[src/tphc_pkg.sv]
// ----------------------------------------------------------------------------
// tphc_pkg
// Shared types, constants and the FNV-1a fold function for the prefix hash
// lookup table.
// ----------------------------------------------------------------------------
`default_nettype none

package tphc_pkg;

  // 64-bit FNV-1a constants.
  localparam logic [63:0] FNV_BASIS = 64'hCBF29CE484222325;
  localparam logic [63:0] FNV_PRIME_LO = 64'd435;   // prime = 2^40 + 435
  localparam int unsigned FNV_PRIME_SHIFT = 40;

  // Result status codes.
  localparam logic [1:0] STATUS_HIT      = 2'd0;
  localparam logic [1:0] STATUS_INSERTED = 2'd1;
  localparam logic [1:0] STATUS_MISS     = 2'd2;
  localparam logic [1:0] STATUS_FULL     = 2'd3;

  // Reset value of the entry limit register.
  localparam logic [6:0] ENTRY_LIMIT_RESET = 7'd64;

  // Controller states.
  typedef enum logic [1:0] {
    S_IDLE,
    S_FOLD,
    S_SEARCH,
    S_DONE
  } tphc_state_e;

  // One stored table entry.
  typedef struct packed {
    logic [63:0] key;
    logic [14:0] blk;
  } tphc_entry_t;

  // Commands from the controller to the datapath.
  typedef struct packed {
    logic load_item;   // capture the accepted word, seed on first
    logic fold;        // fold the captured token into the hash
    logic scan_start;  // reset the search pointer
    logic scan_rd;     // issue one table read
    logic hit_cap;     // capture the matching entry
    logic finish;      // load the result register, insert on a miss unless op is set or the table is full
  } tphc_cmd_t;

  // Status from the datapath to the controller.
  typedef struct packed {
    logic last;         // captured word ends the request
    logic scan_more;    // entries remain to be read
    logic cmp_pending;  // a read result is being compared this cycle
    logic cmp_hit;      // the compared entry matches the key
  } tphc_stat_t;

  // One FNV-1a step: (h ^ v) * prime, with the prime split into a shift and a
  // small constant multiply.
  function automatic logic [63:0] fnv_fold(input logic [63:0] h, input logic [63:0] v);
    logic [63:0] x;
    x = h ^ v;
    return (x << FNV_PRIME_SHIFT) + (x * FNV_PRIME_LO);
  endfunction

endpackage

`default_nettype wire

[src/tphc_ctrl.sv]
// ----------------------------------------------------------------------------
// tphc_ctrl
// Controller: sequences accept, fold, table search and result delivery, and
// owns the result valid flag.
// ----------------------------------------------------------------------------
`default_nettype none

module tphc_ctrl (
  input  wire logic                clk_i,
  input  wire logic                rst_ni,
  input  wire logic                in_valid_i,
  output logic                     in_ready_o,
  output logic                     out_valid_o,
  input  wire logic                out_ready_i,
  output tphc_pkg::tphc_cmd_t      cmd_o,
  input  wire tphc_pkg::tphc_stat_t stat_i
);

  tphc_pkg::tphc_state_e state_q, state_d;
  logic out_valid_q, out_valid_d;
  logic out_free;

  // The result register can take a new word when empty or being drained.
  assign out_free = !out_valid_q || out_ready_i;

  // Next state.
  always_comb begin
    state_d = state_q;
    case (state_q)
      tphc_pkg::S_IDLE: begin
        if (in_valid_i) begin
          state_d = tphc_pkg::S_FOLD;
        end
      end
      tphc_pkg::S_FOLD: begin
        state_d = stat_i.last ? tphc_pkg::S_SEARCH : tphc_pkg::S_IDLE;
      end
      tphc_pkg::S_SEARCH: begin
        if (stat_i.cmp_hit || (!stat_i.scan_more && !stat_i.cmp_pending)) begin
          state_d = tphc_pkg::S_DONE;
        end
      end
      tphc_pkg::S_DONE: begin
        if (out_free) begin
          state_d = tphc_pkg::S_IDLE;
        end
      end
      default: state_d = tphc_pkg::S_IDLE;
    endcase
  end

  // Outputs and datapath commands.
  always_comb begin
    cmd_o      = '0;
    in_ready_o = 1'b0;
    case (state_q)
      tphc_pkg::S_IDLE: begin
        in_ready_o      = 1'b1;
        cmd_o.load_item = in_valid_i;
      end
      tphc_pkg::S_FOLD: begin
        cmd_o.fold       = 1'b1;
        cmd_o.scan_start = 1'b1;
      end
      tphc_pkg::S_SEARCH: begin
        cmd_o.scan_rd = stat_i.scan_more && !stat_i.cmp_hit;
        cmd_o.hit_cap = stat_i.cmp_hit;
      end
      tphc_pkg::S_DONE: begin
        cmd_o.finish = out_free;
      end
      default: begin
        cmd_o = '0;
      end
    endcase
  end

  // Result valid flag.
  always_comb begin
    out_valid_d = out_valid_q;
    if (out_ready_i) begin
      out_valid_d = 1'b0;
    end
    if (cmd_o.finish) begin
      out_valid_d = 1'b1;
    end
  end

  always_ff @(posedge clk_i or negedge rst_ni) begin
    if (!rst_ni) begin
      state_q     <= tphc_pkg::S_IDLE;
      out_valid_q <= 1'b0;
    end else begin
      state_q     <= state_d;
      out_valid_q <= out_valid_d;
    end
  end

  assign out_valid_o = out_valid_q;

  // A new result only ever comes from the completion state.
  a_result_from_done: assert property (@(posedge clk_i) disable iff (!rst_ni)
    $rose(out_valid_q) |-> $past(state_q) == tphc_pkg::S_DONE)
    else $error("result valid rose outside the completion state");

  // A search always ends in the completion state.
  a_search_exit: assert property (@(posedge clk_i) disable iff (!rst_ni)
    state_q == tphc_pkg::S_SEARCH |=>
      (state_q == tphc_pkg::S_SEARCH || state_q == tphc_pkg::S_DONE))
    else $error("search left to an unexpected state");

  // An accepted word is always folded in the next cycle.
  a_accept_fold: assert property (@(posedge clk_i) disable iff (!rst_ni)
    (state_q == tphc_pkg::S_IDLE && in_valid_i) |=> state_q == tphc_pkg::S_FOLD)
    else $error("accepted word was not folded");

  // No table read is issued once a match has been seen.
  a_no_read_on_hit: assert property (@(posedge clk_i) disable iff (!rst_ni)
    cmd_o.hit_cap |-> !cmd_o.scan_rd && state_d == tphc_pkg::S_DONE)
    else $error("table read issued on a hit");

endmodule

`default_nettype wire

[config.mk]
export PLATFORM = sky130hd
export DESIGN_NAME = tphc_ctrl
export DESIGN_NICKNAME = d
export VERILOG_FILES = /design/src/tphc_pkg.sv /design/src/tphc_ctrl.sv
export SDC_FILE = /design/constraint.sdc
export NUM_CORES = 1
export LEC_CHECK = 0
export BUFFER_PORTS_ARGS = -buffer_cell sky130_fd_sc_hd__buf_2
export CAP_MARGIN = 30
export CORE_AREA = 5 5 42 44
export DETAILED_ROUTE_END_ITERATION = 10
export DIE_AREA = 0 0 47 49
export PLACE_DENSITY = 0.48
export SYNTH_ARGS = -nofsm -noshare
export SYNTH_HDL_FRONTEND = slang
export SYNTH_SLANG_ARGS = --single-unit
[constraint.sdc]
create_clock -name clk_i -period 1.3 [get_ports clk_i]
set_clock_uncertainty 0.05 [all_clocks]
set_input_delay 0.065 -clock clk_i [delete_from_list [all_inputs] [get_ports clk_i]]
set_output_delay 0.065 -clock clk_i [all_outputs]
set_load 0.1 [all_outputs]
==> flow_metrics.tcl, run 1 <==
set metrics [dict create \
    status "finished with violations" \
    violations "negative setup slack" \
    relSlewSlack 0.677 \
    yosysTopAreaCell "dfrtp_1" \
    fmax_ghz 0.764 \
    placed_area_um2 399 \
    path_class "flip-flop to output pin" \
    synth.avg_cell_area_um2 9.88 \
    clk_pin_slew_ns 0.04 \
    wl_um 613 \
    slew_viol_final 0 \
    num_antenna_cells 0 \
    synth_commonest_cells "nor2_1, dfrtp_1, buf_4, nand2_1" \
    dp_hpwl_um 447 \
    synthAdderAreaFrac 0 \
    drt-initial-drc-count 2 \
    synth-xor-area-share 0 \
    cp.required_ns 1.19 \
    ys_seq_elements 3 \
    cts-root-buf "clkbuf_4" \
    setup_viol 1 \
    antenna_found_initial 0 \
    cts.sinks 3 \
    drc 0 \
    dr_total_vias 222 \
    synth_area_leaders "dfrtp_1, o32ai_2, buf_4" \
    endpoint_kind "output pin" \
    firstDrtPassIters 2 \
    synth_ff_type "dfrtp_1" \
    r2r_end "state_q[0]" \
    portBuffers 15 \
    grt_pass1_wl_um 1020 \
    synth_top_family_by_area "simple AND/OR/NAND/NOR gates" \
    setup_slack_ns -0.00822 \
    gp_congestion 0.645 \
    drive_gt1_frac 0.825 \
    design_area_um2 468 \
    worstSetupStartpoint "state_q[0]" \
    cp_data_arrival_time_ns 1.19 \
    worst_pin_slew_ns 0.488 \
    crit_buf_inv 1 \
    crit_chain "and4bb_2 > buf_12" \
    synth_cells 20 \
    reg2reg_depth 2 \
    synth_top_cell_area_share 0.380 \
    start_util 0.141 \
    yosysMostFrequentCell "nor2_1" \
    cts_buffer_depth 2 \
    ios 16 \
    die_w_um 47 \
    dieArea_um2 2300 \
    grt.total_usage 0.0629 \
    design.core.area_um2 1400 \
    grt_pass1_vias 242 \
    wl_per_cell_um 10.9 \
    ys_async_sr_fraction 1.00 \
    ff2ff_setup_slack_ns 0.29 \
    htree_num_levels 1 \
    tns_ns -0.00822 \
    rsz0062_at_grt "true" \
    yosys_warnings 0 \
    worstSkewPairLatency_ns 0.24 \
    synthMuxAreaShare 0 \
    cts-buffers-inserted 3 \
    crit_family "flip-flops" \
    ant_nets 0 \
    syn_to_final_growth_pct 137 \
    worstHoldPathCells 3 \
    min_period_ns 1.31 \
    grt_max_degree 9 \
    vias_per_cell 3.96 \
    start_kind "flip-flop" \
    crit_path_top_delay_cell "dfrtp_2" \
    ys_seq_area_frac 0.380 \
    layout.nets 49 \
    hold_path_class "input port to flip-flop" \
    die-height_um 49 \
    synth_compound_area_frac 0.108 \
    syn_nets 28 \
    grt_overflow_total 0 \
    synthesis.area_um2 198 \
    tritoncts "built" \
    num_rows 14 \
    critPathMaxFanout 6 \
    max_stage_delay_ns 0.44 \
    synth_edf_count 0 \
    hold_start "stat_i[3]" \
    finalCritPeriodShare 1.01 \
    synth_cell_types 13 \
    hold_viol_final 0 \
    synthSimpleGateAreaFrac 0.437 \
    maxCapViolCount 0 \
]
-- how the worst max path moves through the flow --
stage                to  depth (start not counted)  slack (ns)
4_1_cts        cmd_o[2]                          2       -0.02
2_1_floorplan  cmd_o[5]                          2       -0.21
3_3_place_gp   cmd_o[0]                          3        0.18
6_report       cmd_o[2]                          2      -0.008
5_1_grt        cmd_o[2]                          2       -0.06
3_5_place_dp   cmd_o[0]                          3        0.15
-- cell families after synthesis --
| logic type | count (synthesis) |
|---|---|
| AND/OR/NAND/NOR | 13 |
| flip-flops | 3 |
| AO/OA/AOI/OAI | 2 |
| buffers and inverters | 2 |
-- per-stage QoR --
step                      hold slack (ns)  utilization  worst slack, ns  cells
after CTS                          0.0413        0.327          -0.0155     55
after global routing               0.0462        0.334          -0.0591     56
after floorplan                    -0.281            -           -0.211     20
after detailed placement           -0.187        0.285            0.147     49
final                              0.0451        0.334         -0.00822     56
after global placement             -0.186        0.285            0.185     49
-- tightest hold or removal path: cells and delay by family --
family / cells / cell delay (ns)
AOI/OAI and AO/OA: 1 / 0.06
and+or+nand+nor: 1 / 0.08
buffers and inverters: 1 / 0.08
-- layout make-up --
class | instances | area (um2)
Tap cell | 16 | 20.0
Clock buffer | 4 | 26.3
Sequential cell | 3 | 81.3
Fill cell | 153 | 933
Multi-Input combinational cell | 15 | 135
Timing Repair Buffer | 18 | 205
-- layer usage --
metal	part of all wire	global-route usage
met1	0.42	0.0710
met2	0.40	0.0882
met3	0.18	0.0554
met4	0	0.0138
met5	0	0
-- layout by cell type (no fill, tap or decap), drive strengths merged --
master / netlist / layout
buf: 2 / 17
and2b: 1 / 1
dlygate4sd3: 0 / 1
a21oi: 1 / 1
o32ai: 1 / 1
nor3b: 1 / 1
nand2: 2 / 2
clkbuf: 0 / 4
nor2b: 1 / 1
and3b: 1 / 1
nand2b: 1 / 1
and4bb: 1 / 1
dfrtp: 3 / 3
nor2: 4 / 4
and2: 1 / 1
-- timing repair --
| item | 4_1_cts | 5_1_grt |
|---|---|---|
| setup buffers | 1 | 1 |
| pin swaps | 1 | 2 |
| hold buffers | 1 | 0 |
| cloned | 0 | 0 |
| setup endpoints to repair | 5 | 5 |
| hold endpoints to repair | 3 | 0 |
| gates resized for setup | 4 | 1 |
Power of run 1 is not shown: default switching activity piles up to over one toggle a cycle in this logic, so the estimate is an artifact.
==> run 2: changes to the inputs <==
--- a/config.mk
+++ b/config.mk
@@ -7,10 +7,14 @@
 export LEC_CHECK = 0
 export BUFFER_PORTS_ARGS = -buffer_cell sky130_fd_sc_hd__buf_2
 export CAP_MARGIN = 30
+export CELL_PAD_IN_SITES_DETAIL_PLACEMENT = 1
+export CELL_PAD_IN_SITES_GLOBAL_PLACEMENT = 1
 export CORE_AREA = 5 5 42 44
 export DETAILED_ROUTE_END_ITERATION = 10
 export DIE_AREA = 0 0 47 49
-export PLACE_DENSITY = 0.48
+export GPL_ROUTABILITY_DRIVEN = 0
+export HOLD_SLACK_MARGIN = 0.15
+export PLACE_DENSITY = 0.6
 export SYNTH_ARGS = -nofsm -noshare
 export SYNTH_HDL_FRONTEND = slang
 export SYNTH_SLANG_ARGS = --single-unit
==> run 2 against run 1 <==
The flow still finishes with violations (negative setup slack). Utilization rose by 3.0 points. Critical path depth stayed put. Critical endpoint unchanged. Critical path type unchanged. Final cell count is 7.1% higher. Maximum frequency about the same. Die area stayed put.
==> flow_metrics.tcl, run 2 (synthesis results as in run 1) <==
set metrics [dict create \
    dieArea_um2 2300 \
    grt_pass1_wl_um 945 \
    grt_pass1_vias 246 \
    min_period_ns 1.31 \
    maxCapViolCount 0 \
    hold_path_class "input port to flip-flop" \
    wl_per_cell_um 10.9 \
    tritoncts "built" \
    crit_buf_inv 1 \
    utilization 0.364 \
    cts-buffers-inserted 3 \
    design_area_um2 510 \
    crit_chain "and4bb_2 > buf_12" \
    setup_slack_ns -0.00911 \
    path_class "flip-flop to output pin" \
    ios 16 \
    placed_area_um2 399 \
    worstSkewPairLatency_ns 0.23 \
    syn_to_final_growth_pct 158 \
    endpoint_kind "output pin" \
    cts-root-buf "clkbuf_4" \
    rsz0062_at_grt "true" \
    final_common_cell "buf_2" \
    firstDrtPassIters 1 \
    start_kind "flip-flop" \
    wl_um 656 \
    die-height_um 49 \
    grt_max_degree 9 \
    slew_viol_final 0 \
    die_w_um 47 \
    cts.sinks 3 \
    hold_viol_final 0 \
    drc 0 \
    critPathMaxFanout 6 \
    violations "negative setup slack" \
    htree_num_levels 1 \
    dr_total_vias 235 \
    cp_data_arrival_time_ns 1.19 \
    fmax_ghz 0.764 \
    grt.total_usage 0.0592 \
    relSlewSlack 0.678 \
    drt-initial-drc-count 0 \
    drive_gt1_frac 0.750 \
    num_antenna_cells 0 \
    cts_buffer_depth 2 \
    finalCritPeriodShare 1.01 \
    worst_pin_slew_ns 0.486 \
    crit_family "flip-flops" \
    clk_pin_slew_ns 0.03 \
    tns_ns -0.00911 \
    portBuffers 15 \
    cp.required_ns 1.19 \
    setup_viol 1 \
    design.core.area_um2 1400 \
    antenna_found_initial 0 \
    status "finished with violations" \
    crit_path_top_delay_cell "dfrtp_2" \
    dp_hpwl_um 513 \
    vias_per_cell 3.92 \
    num_rows 14 \
    max_stage_delay_ns 0.44 \
    layout_common_cells "buf_2, buf_12, dlygate4sd3_1" \
    layout.nets 53 \
    start_util 0.141 \
    ant_nets 0 \
    grt_overflow_total 0 \
]
run 2: cell types whose count changed in the layout (fill, tap and decap cells not counted):
cell            previous run  this run
dlygate4sd3_1              1         4
dlymetal6s4s_1             0         1
run 2: per-layer routing:
layer  share of wire  vias to the layer above  GRT usage
met5               0                        -          0
met4           0.035                        0     0.0691
met3            0.13                        2     0.0185
met2            0.48                       17     0.0905
met1            0.35                      101     0.0530
li1                -                      115          -
run 2: cell type report:
cell class                      instances  area, um2
Timing Repair Buffer                   22        248
Multi-Input combinational cell         15        135
Clock buffer                            4       26.3
Fill cell                             161        891
Tap cell                               16       20.0
Sequential cell                         3       81.3
run 2: per-stage QoR:
stage	setup slack, ns	instances	hold WS [ns]
floorplan	-0.211	20	-0.281
global placement	0.171	49	-0.186
detailed placement	0.107	49	-0.184
CTS	-0.0224	59	0.249
global route	-0.0423	60	0.270
finish	-0.00911	60	0.246
run 2: worst paths after layout:
path | slack (ns) | endpoint | cells past startpoint | startpoint
worst max-delay path | -0.009 | cmd_o[2] | 2 | state_q[0]
worst min-delay path | 0.25 | state_q[0] | 3 | stat_i[0]
worst max register to register | 0.25 | state_q[0] | 2 | flip-flop
worst min register to register | 0.52 | out_valid_o | 2 | out_valid_o
max in group asynchronous | 0.38 | out_valid_o | 3 | rst_ni
min in group asynchronous | 0.65 | asynchronous set/reset pin | 3 | rst_ni
run 2: timing repair:
action / 4_1_cts / 5_1_grt
hold buffers: 5 / 0
resized for setup: 4 / 2
pin swaps: 1 / 3
buffers inserted: 1 / 1
setup endpoints to repair: 6 / 5
endpoints found under the hold margin: 6 / 0
run 2: tightest hold or removal path: cells and delay by family:
| family | cells | cell delay, ns |
|---|---|---|
| and+or+nand+nor | 1 | 0.05 |
| AOI/OAI and AO/OA | 1 | 0.25 |
| buffers and inverters | 1 | 0.10 |
Power of run 2 is left out for the same reason.
